**config.mk**
```make
export PLATFORM = sky130hd
export DESIGN_NAME = signed_power_law_warp
export DESIGN_NICKNAME = d
export VERILOG_FILES = /design/src/hw/rtl/splw_pkg.sv /design/src/hw/rtl/signed_power_law_warp.sv
export SDC_FILE = /design/constraint.sdc
export NUM_CORES = 2
export LEC_CHECK = 0
export ABC_AREA = 1
export BUFFER_PORTS_ARGS = -buffer_cell sky130_fd_sc_hd__buf_2
export CORE_AREA = 5 5 380 382
export CTS_CLUSTER_DIAMETER = 60
export CTS_CLUSTER_SIZE = 40
export DETAILED_ROUTE_END_ITERATION = 10
export DIE_AREA = 0 0 385 387
export HOLD_SLACK_MARGIN = 0.02
export PLACE_DENSITY_LB_ADDON = 0.2
export RECOVER_POWER = 25
export SYNTH_ARGS = -nofsm -noshare
export SYNTH_HDL_FRONTEND = slang
export SYNTH_SLANG_ARGS = --single-unit
export TNS_END_PERCENT = 30
```
**constraint.sdc**
```tcl
create_clock -name clk -period 46.6 [get_ports clk]
set_input_delay 11.65 -clock clk [delete_from_list [all_inputs] [get_ports clk]]
set_output_delay 11.65 -clock clk [all_outputs]
set_load 0.02 [all_outputs]
```
**src/hw/rtl/splw_pkg.sv**
```systemverilog
package splw_pkg;

  // default geometry
  localparam int unsigned FRAC_BITS_DEF  = 14;
  localparam int unsigned TABLE_BITS_DEF = 6;

  // internal fixed-point formats
  localparam int unsigned LOG_FRAC = 28;
  localparam int unsigned EXP_FRAC = 30;
  localparam int unsigned E_FRAC   = 12;
  localparam int unsigned E_W      = 16;

  // exponent registers reset to 1.0 in Q4.12
  localparam logic [E_W-1:0] EXP_RESET = 16'd4096;

  // register indexes on the config channel
  localparam logic REG_EXPONENT     = 1'b0;
  localparam logic REG_INV_EXPONENT = 1'b1;

  // operation selector codes
  localparam logic OP_FORWARD = 1'b0;
  localparam logic OP_INVERSE = 1'b1;

  // per-beat side information carried down the pipeline
  typedef struct packed {
    logic neg;       // input was negative
    logic spec;      // zero or saturating input, result known at decode
    logic spec_one;  // special result magnitude is 1.0 (else 0)
    logic oor;       // input magnitude above 1.0
  } side_t;

  // truncated integer square root
  function automatic logic [63:0] isqrt(input logic [63:0] v);
    logic [63:0] res;
    logic [63:0] rem;
    logic [63:0] bt;
    int i;
    res = '0;
    rem = v;
    bt  = 64'h4000_0000_0000_0000;
    for (i = 0; i < 32; i++) begin
      if (bt > v) bt = bt >> 2;
    end
    for (i = 0; i < 32; i++) begin
      if (bt != 0) begin
        if (rem >= res + bt) begin
          rem = rem - (res + bt);
          res = (res >> 1) + bt;
        end else begin
          res = res >> 1;
        end
        bt = bt >> 2;
      end
    end
    return res;
  endfunction

  // log2(1 + k/2^t) in Q.28 by repeated squaring
  function automatic logic [63:0] log_node(input int unsigned k, input int unsigned t);
    logic [63:0] z;
    logic [63:0] y;
    int i;
    y = '0;
    if (k >= (32'd1 << t)) return 64'd1 << LOG_FRAC;
    z = (64'(32'd1 << t) + 64'(k)) << (31 - t);
    for (i = 0; i < LOG_FRAC; i++) begin
      z = (z * z) >> 31;
      y = y << 1;
      if (z >= (64'd2 << 31)) begin
        z = z >> 1;
        y = y | 64'd1;
      end
    end
    return y;
  endfunction

  // 2^(k/2^t) in Q.30 as a product of root-of-two factors
  function automatic logic [63:0] exp_node(input int unsigned k, input int unsigned t);
    logic [63:0] r [0:10];
    logic [63:0] acc;
    int j;
    acc  = 64'd1 << EXP_FRAC;
    r[0] = 64'd2 << EXP_FRAC;
    for (j = 1; j <= 10; j++) begin
      if (j <= int'(t)) r[j] = isqrt(r[j-1] << EXP_FRAC);
      else r[j] = '0;
    end
    for (j = 0; j <= 10; j++) begin
      if (j <= int'(t) && ((k >> j) & 1) != 0) acc = (acc * r[int'(t) - j]) >> EXP_FRAC;
    end
    return acc;
  endfunction

endpackage

```
**src/hw/rtl/signed_power_law_warp.sv**
```systemverilog
// Signed power-law warp: result = sign(x)*|x|^e on Q2.FRAC_BITS samples, with e taken from
// the exponent register (operation 0, forward) or the inverse_exponent register (operation 1,
// inverse), both unsigned Q4.12 written over the cfg channel; the user must write them only
// while the block is idle; the block does not enforce this. The power is built as 2^(e*log2|x|)
// from two interpolated tables of 2^TABLE_BITS+1 nodes. Zero maps to zero, magnitudes of 1.0
// and above give exactly +-1.0 and set out_of_range when above 1.0, and results saturate to
// +-1.0; very small results round to zero. The datapath is an 11-stage pipeline that takes one
// beat per clock; when m_axis_tready low holds the output, the whole pipeline stalls in place.
module signed_power_law_warp #(
  parameter int unsigned FRAC_BITS  = splw_pkg::FRAC_BITS_DEF,
  parameter int unsigned TABLE_BITS = splw_pkg::TABLE_BITS_DEF
) (
  input  logic                                  clk,
  input  logic                                  rst,
  // config write channel
  input  logic                                  cfg_valid,
  output logic                                  cfg_ready,
  input  logic                                  cfg_index,
  input  logic [splw_pkg::E_W-1:0]              cfg_data,
  // input stream
  input  logic                                  s_axis_tvalid,
  output logic                                  s_axis_tready,
  input  logic [((FRAC_BITS+2+7)/8)*8-1:0]      s_axis_tdata,  // value
  input  logic                                  s_axis_tuser,  // operation
  // output stream
  output logic                                  m_axis_tvalid,
  input  logic                                  m_axis_tready,
  output logic [((FRAC_BITS+2+7)/8)*8-1:0]      m_axis_tdata,  // result
  output logic                                  m_axis_tuser   // out_of_range
);
  import splw_pkg::*;

  localparam int unsigned V      = FRAC_BITS + 2;
  localparam int unsigned F      = FRAC_BITS;
  localparam int unsigned T      = TABLE_BITS;
  localparam int unsigned IO_W   = ((V + 7) / 8) * 8;
  localparam int unsigned TOP    = 1 << T;
  localparam int unsigned REM_W  = 32 - T;
  localparam int unsigned MUL_W  = 32 + REM_W;
  localparam int unsigned K_W    = $clog2(F + 1);
  localparam int unsigned NL_W   = K_W + LOG_FRAC;
  localparam int unsigned PR_W   = NL_W + E_W - E_FRAC;
  localparam int unsigned N_W    = PR_W - LOG_FRAC;
  localparam int unsigned SH_W   = N_W + 1;
  localparam int unsigned RND_W  = 34;
  localparam int unsigned NS     = 11;

  localparam logic [F:0]   ONE       = {1'b1, {F{1'b0}}};
  localparam logic [V-1:0] ONE_V     = V'(ONE);
  localparam logic [V-1:0] NEG_ONE_V = ~ONE_V + V'(1);

  // constant node tables
  logic [31:0] log_rom [TOP+1];
  logic [31:0] exp_rom [TOP+1];

  for (genvar k = 0; k <= TOP; k++) begin : g_rom
    localparam logic [31:0] LOG_V = 32'(log_node(k, T));
    localparam logic [31:0] EXP_V = 32'(exp_node(k, T));
    assign log_rom[k] = LOG_V;
    assign exp_rom[k] = EXP_V;
  end

  // config registers
  logic [E_W-1:0] exponent;
  logic [E_W-1:0] inverse_exponent;

  assign cfg_ready = 1'b1;

  always_ff @(posedge clk) begin
    if (rst) begin
      exponent         <= EXP_RESET;
      inverse_exponent <= EXP_RESET;
    end else if (cfg_valid) begin
      unique case (cfg_index)
        REG_EXPONENT:     exponent         <= cfg_data;
        REG_INV_EXPONENT: inverse_exponent <= cfg_data;
        default:          exponent         <= exponent;
      endcase
    end
  end

  // pipeline advance: everything moves unless the output beat is held
  logic          adv;
  logic [NS:1]   vld;
  side_t         side_q [1:NS-1];
  side_t         side_in;

  assign adv           = !m_axis_tvalid || m_axis_tready;
  assign s_axis_tready = adv;
  assign m_axis_tvalid = vld[NS];

  always_ff @(posedge clk) begin
    if (rst) begin
      vld <= '0;
    end else if (adv) begin
      vld <= {vld[NS-1:1], s_axis_tvalid};
    end
  end

  always_ff @(posedge clk) begin
    if (adv) begin
      side_q[1] <= side_in;
      for (int i = 2; i <= NS - 1; i++) side_q[i] <= side_q[i-1];
    end
  end

  // stage 1: sign, magnitude, special cases, leading one
  logic [V-1:0]   raw;
  logic [V-1:0]   mag_full;
  logic [K_W-1:0] k_in;
  logic [F-1:0]   s1_mag;
  logic [K_W-1:0] s1_k;
  logic [E_W-1:0] s1_e;

  always_comb begin
    raw      = s_axis_tdata[V-1:0];
    mag_full = raw[V-1] ? (~raw + V'(1)) : raw;
    side_in.neg      = raw[V-1];
    side_in.spec     = (mag_full == '0) || (mag_full >= ONE_V);
    side_in.spec_one = (mag_full >= ONE_V);
    side_in.oor      = (mag_full > ONE_V);
    k_in = '0;
    for (int i = 0; i < int'(F); i++) begin
      if (mag_full[i]) k_in = K_W'(int'(F) - i);
    end
  end

  always_ff @(posedge clk) begin
    if (adv) begin
      s1_mag <= mag_full[F-1:0];
      s1_k   <= k_in;
      s1_e   <= (s_axis_tuser == OP_INVERSE) ? inverse_exponent : exponent;
    end
  end

  // stage 2: normalize to 1.f and widen the fraction to Q.32
  logic [F:0]     norm;
  logic [31:0]    s2_f32;
  logic [K_W-1:0] s2_k;
  logic [E_W-1:0] s2_e;

  assign norm = {1'b0, s1_mag} << s1_k;

  always_ff @(posedge clk) begin
    if (adv) begin
      s2_f32 <= 32'(norm[F-1:0]) << (32 - F);
      s2_k   <= s1_k;
      s2_e   <= s1_e;
    end
  end

  // stage 3: log table lookup
  logic [T:0]       lg_idx;
  logic [31:0]      lg_a;
  logic [31:0]      s3_a;
  logic [31:0]      s3_d;
  logic [REM_W-1:0] s3_rem;
  logic [K_W-1:0]   s3_k;
  logic [E_W-1:0]   s3_e;

  assign lg_idx = {1'b0, s2_f32[31:32-T]};
  assign lg_a   = log_rom[lg_idx];

  always_ff @(posedge clk) begin
    if (adv) begin
      s3_a   <= lg_a;
      s3_d   <= log_rom[lg_idx + (T+1)'(1)] - lg_a;
      s3_rem <= s2_f32[REM_W-1:0];
      s3_k   <= s2_k;
      s3_e   <= s2_e;
    end
  end

  // stage 4: log interpolation product
  logic [MUL_W-1:0] s4_prod;
  logic [31:0]      s4_a;
  logic [K_W-1:0]   s4_k;
  logic [E_W-1:0]   s4_e;

  always_ff @(posedge clk) begin
    if (adv) begin
      s4_prod <= MUL_W'(s3_d) * MUL_W'(s3_rem);
      s4_a    <= s3_a;
      s4_k    <= s3_k;
      s4_e    <= s3_e;
    end
  end

  // stage 5: -log2|x| = k - log2(1.f), floored at zero
  logic [31:0]     lf;
  logic [NL_W-1:0] kv;
  logic [NL_W-1:0] lf_w;
  logic [NL_W-1:0] s5_nl;
  logic [E_W-1:0]  s5_e;

  always_comb begin
    lf   = s4_a + 32'(s4_prod >> REM_W);
    kv   = {s4_k, {LOG_FRAC{1'b0}}};
    lf_w = NL_W'(lf);
  end

  always_ff @(posedge clk) begin
    if (adv) begin
      s5_nl <= (kv > lf_w) ? (kv - lf_w) : '0;
      s5_e  <= s4_e;
    end
  end

  // stage 6: scale by the exponent
  logic [NL_W+E_W-1:0] full_prod;
  logic [PR_W-1:0]     s6_prod;

  assign full_prod = (NL_W+E_W)'(s5_nl) * (NL_W+E_W)'(s5_e);

  always_ff @(posedge clk) begin
    if (adv) begin
      s6_prod <= full_prod[NL_W+E_W-1:E_FRAC];
    end
  end

  // stage 7: split integer and fraction, exp table lookup on 1 - g
  logic [LOG_FRAC:0] h;
  logic [32:0]       hx;
  logic [T:0]        ex_idx;
  logic [31:0]       ex_a;
  logic [31:0]       s7_a;
  logic [31:0]       s7_d;
  logic [REM_W-1:0]  s7_rem;
  logic [N_W-1:0]    s7_n;

  always_comb begin
    h      = {1'b1, {LOG_FRAC{1'b0}}} - {1'b0, s6_prod[LOG_FRAC-1:0]};
    hx     = {h, 4'b0000};
    ex_idx = hx[32:32-T];
    ex_a   = ex_idx[T] ? exp_rom[TOP] : exp_rom[ex_idx];
  end

  always_ff @(posedge clk) begin
    if (adv) begin
      s7_a   <= ex_a;
      s7_d   <= ex_idx[T] ? '0 : (exp_rom[ex_idx + (T+1)'(1)] - ex_a);
      s7_rem <= hx[REM_W-1:0];
      s7_n   <= s6_prod[PR_W-1:LOG_FRAC];
    end
  end

  // stage 8: exp interpolation product
  logic [MUL_W-1:0] s8_prod;
  logic [31:0]      s8_a;
  logic [N_W-1:0]   s8_n;

  always_ff @(posedge clk) begin
    if (adv) begin
      s8_prod <= MUL_W'(s7_d) * MUL_W'(s7_rem);
      s8_a    <= s7_a;
      s8_n    <= s7_n;
    end
  end

  // stage 9: mantissa in Q.30
  logic [31:0]    s9_m;
  logic [N_W-1:0] s9_n;

  always_ff @(posedge clk) begin
    if (adv) begin
      s9_m <= s8_a + 32'(s8_prod >> REM_W);
      s9_n <= s8_n;
    end
  end

  // stage 10: round half up while shifting down by the integer part
  logic [SH_W-1:0]  sh;
  logic [RND_W-1:0] rnd;
  logic [RND_W-1:0] s10_rnd;

  always_comb begin
    sh = SH_W'(31 - int'(F)) + SH_W'(s9_n);
    if (sh >= SH_W'(RND_W)) begin
      rnd = '0;
    end else begin
      rnd = (RND_W'(s9_m) + (RND_W'(1) << (sh - SH_W'(1)))) >> sh;
    end
  end

  always_ff @(posedge clk) begin
    if (adv) begin
      s10_rnd <= rnd;
    end
  end

  // stage 11: saturate, special cases, restore sign
  logic [F:0]   mag_r;
  logic [V-1:0] res_u;
  logic [V-1:0] res_v;

  always_comb begin
    mag_r = (s10_rnd > RND_W'(ONE)) ? ONE : s10_rnd[F:0];
    if (side_q[NS-1].spec) mag_r = side_q[NS-1].spec_one ? ONE : '0;
    res_u = V'(mag_r);
    res_v = side_q[NS-1].neg ? (~res_u + V'(1)) : res_u;
  end

  always_ff @(posedge clk) begin
    if (adv) begin
      m_axis_tdata <= IO_W'(res_v);
      m_axis_tuser <= side_q[NS-1].oor;
    end
  end

  // checks
  a_accept_enters: assert property (@(posedge clk) disable iff (rst)
    (s_axis_tvalid && s_axis_tready) |=> vld[1])
    else $error("accepted beat did not enter the pipeline");

  a_stall_holds: assert property (@(posedge clk) disable iff (rst)
    !adv |=> $stable(vld))
    else $error("pipeline valid bits moved during a stall");

  a_result_bounded: assert property (@(posedge clk) disable iff (rst)
    m_axis_tvalid |-> ($signed(m_axis_tdata[V-1:0]) <= $signed(ONE_V) &&
                       $signed(m_axis_tdata[V-1:0]) >= $signed(NEG_ONE_V)))
    else $error("result outside -1.0..1.0");

  a_oor_saturates: assert property (@(posedge clk) disable iff (rst)
    (m_axis_tvalid && m_axis_tuser) |->
      (m_axis_tdata[V-1:0] == ONE_V || m_axis_tdata[V-1:0] == NEG_ONE_V))
    else $error("out of range input did not give +-1.0");

endmodule

```
==> results.toml <==
[critical_path]
start_kind = "input pin"
critical_path_cell_count = 4
worstPathArrival_ns = 13.10
path_buf_inv = 3
max_stage_delay_ns = 0.64
critPathMostFrequentCell = "buf_2"
cp-endpoint = "s_axis_tready"
crit_fanout = 75
cp.required_ns = 34.95
r2r_start = "s2_f32[28]"
r2r.worst_path.cells = 27
crit_slowest_cell = "nor2_1"
crit_path_end_kind = "output port"
crit_start = "m_axis_tready"
crit_chain = "buf_2 -> nor2_1 -> inv_8 -> buf_2"
critical_path_class = "input pin to output port"
timing.rr.end = "s3_d[27]"
timing.reg2reg.setup_slack_ns = 36.31
critical-path-top-delay-family = "buffers and inverters"

[clock_tree]
cts_tree = "yes"
clock_sinks = 642
cts-resized-gates = 0
cts_buffers = 49
clkTransAtPathRegs_ns = 0.10
clock_path_buffers = 3
cts_setup_buffers = 0
hold_buffers = 0
h-tree-depth = 2
root_buffer = "clkbuf_16"
worst_skew_pair.late_latency_ns = 0.69

[synthesis]
synth_mux_area_frac = 0.000116
synth_top_family_by_area = "adder cells"
avgSynthCellArea_sq_um = 8.05
synth_ff_type = "edfxtp_1"
yosys.area_share.simple = 0.179
synth-edff-count = 599
yosysSeqAreaShare = 0.218
synthCells = 10700
yosys.area_share.adder = 0.358
synth_compound_area_frac = 0.0966
synth.distinct_cells = 74
async_flop_share = 0
synthXorXnorAreaFrac = 0.0259
synthesis.area_sq_mm = 0.0863
synth_warnings = 0
ys_seq_elements = 642

[route]
drc = 0
drt-total-wl_microns = 260000
firstDrtPassIters = 9
via_per_inst = 5.85
via_count = 72600
antenna_left = 0
drtIter0Drc = 6984
wl_per_cell_microns = 20.9

[timing]
tightest_slew_ns = 2.32
setup_viol = 0
finalSetupTns_ns = 0
fin_crit_ns = 24.75
min_period_over_period = 0.531
fmax_mhz = 40.4
slew_viol_final = 126
rsz0062_at_grt = "false"
skew_ns = 0.0533
holdWs_ns = 0.396
max_slew_margin = -0.546
hold_viol = 0

[placement]
hpwl_microns = 197000
gp_congestion = 1.02
port-buffer-count = 57

[cells_and_area]
fin_util = 0.640
drive_above_1_share = 0.0322
finish.net_count = 12300
area_growth_pct = 4.31

[global_route]
gr-usage-all-layers = 0.348
grt_pass1_vias = 74200
overflow = 0
grt_pass1_wl_microns = 408000
grt_use_met2 = 0.580
grt_most_used_layer = "met2"
grt_use_met3 = 0.0615
met1_usage = 0.448
antenna_found_initial = 11
grt_max_degree = 86

[floorplan]
die_area_sq_mm = 0.149
start_util = 0.613
placementRows = 138
ios = 59
die_h_microns = 387
die_w_microns = 385
core_sq_mm = 0.141

[run_status]
failed_checks = "capacitance limit, slew limit"
status = "finished, violations left"

[worst_hold_path]
hold_path.class = "flop to flop"

[run]
cap_violations = 3
## cell families after synthesis
family          after synthesis
simple gates               3840
mux                           1
buf+inv                    2762
compound gates             1462
flops                       642
fa+ha+maj                  1751
other cells                   2
xor+xnor                    254
## worst min path at each step
stage | end | slack, ns | depth (start not counted) | from
finish | side_q[0][39] | 0.40 | 0 | side_q[0][35]
global route | side_q[0][39] | 0.41 | 0 | side_q[0][35]
CTS | side_q[0][39] | 0.39 | 0 | side_q[0][35]
detailed placement | s2_e[9] | 0.40 | 0 | s1_e[9]
global placement | s8_a[30] | 0.40 | 0 | s7_a[30]
floorplan | m_axis_tuser | 0.40 | 0 | side_q[0][40]
## metrics by stage
step | cell area (sq um) | instances | setup WS (ns)
3_5_place_dp | 88000 | 12300 | 21.87
2_1_floorplan | 86300 | 10700 | 6.67
5_1_grt | 90000 | 12400 | 21.73
6_report | 90000 | 12400 | 21.85
4_1_cts | 90100 | 12400 | 21.87
3_3_place_gp | 88000 | 12300 | 21.89
## synth_stat cells, drive strengths merged, types with 22 or more instances
master  number  share of area
a21o        22         0.0019
a21oi      514          0.030
a31oi       65         0.0047
buf         64         0.0042
clkbuf     413          0.018
dfxtp       43          0.010
edfxtp     599           0.21
fa        1196           0.28
ha         555          0.080
inv       2276          0.099
nand2     2598           0.11
nand3      309          0.018
nand4       69         0.0051
nor2       698          0.031
nor3       109         0.0070
o211ai      67         0.0058
o21a        28         0.0024
o21ai      558          0.032
o21bai      22         0.0019
o221ai      31         0.0031
o31ai       32         0.0028
xnor2       81         0.0082
xor2       173          0.018
## routing by layer
layer,vias to the layer above,share of wire
li1,32700,-
met1,35100,0.38
met2,3853,0.47
met3,876,0.093
met4,4,0.055
met5,-,0.000089
## cell usage in the layout, fill, tap and decap left out, types with 43 or more instances in the layout
cell	n
nand2_1	2589
inv_1	2263
fa_1	1196
nor2_1	692
edfxtp_1	599
ha_1	555
o21ai_0	521
a21oi_1	513
nand3_1	306
xor2_1	171
buf_4	124
nor3_1	101
xnor2_1	81
nand4_1	68
o211ai_1	67
a31oi_1	65
buf_2	57
clkbuf_16	49
dfxtp_1	43
## flip-flops by register name (all words and copies together), names as in the netlist, 14 cells and up
| name | flops |
|---|---|
| s4_e | 16 |
| s1_mag | 14 |
| s6_prod | 36 |
| s5_nl | 32 |
| s9_m | 31 |
| s3_e | 16 |
| s2_e | 16 |
| s7_rem | 22 |
| s1_e | 16 |
| s4_a | 28 |
| s4_prod | 32 |
| s8_a | 32 |
| s2_f32 | 14 |
| s7_a | 32 |
| s8_prod | 32 |
| s7_d | 32 |
| exponent | 16 |
| s10_rnd | 17 |
| side_q | 40 |
| s3_a | 28 |
| s5_e | 16 |
| s3_d | 32 |
| inverse_exponent | 16 |
| m_axis_tdata | 16 |
## area by class of cell
type,count,area [sq um]
Antenna cell,1,2.50
Clock buffer,51,1240
Sequential cell,642,18800
Inverter,2285,8590
Fill cell,12100,50700
Timing Repair Buffer,185,1230
Clock inverter,41,806
Multi-Input combinational cell,7316,56900
Tap cell,1890,2360
## worst register-to-register path, delay by kind of cell (launching register included)
family / cells / cell delay (ns)
buffers and inverters: 5 / 4.44
AO/OA/AOI/OAI: 11 / 3.18
AND/OR/NAND/NOR: 8 / 1.01
adder cells (fa/ha/maj): 2 / 0.91
flip-flops: 1 / 0.33
XOR/XNOR: 1 / 0.15
Power is left out: the tool's default activity adds up to more than one toggle a clock period on the data nets, which glitch-free logic cannot reach.
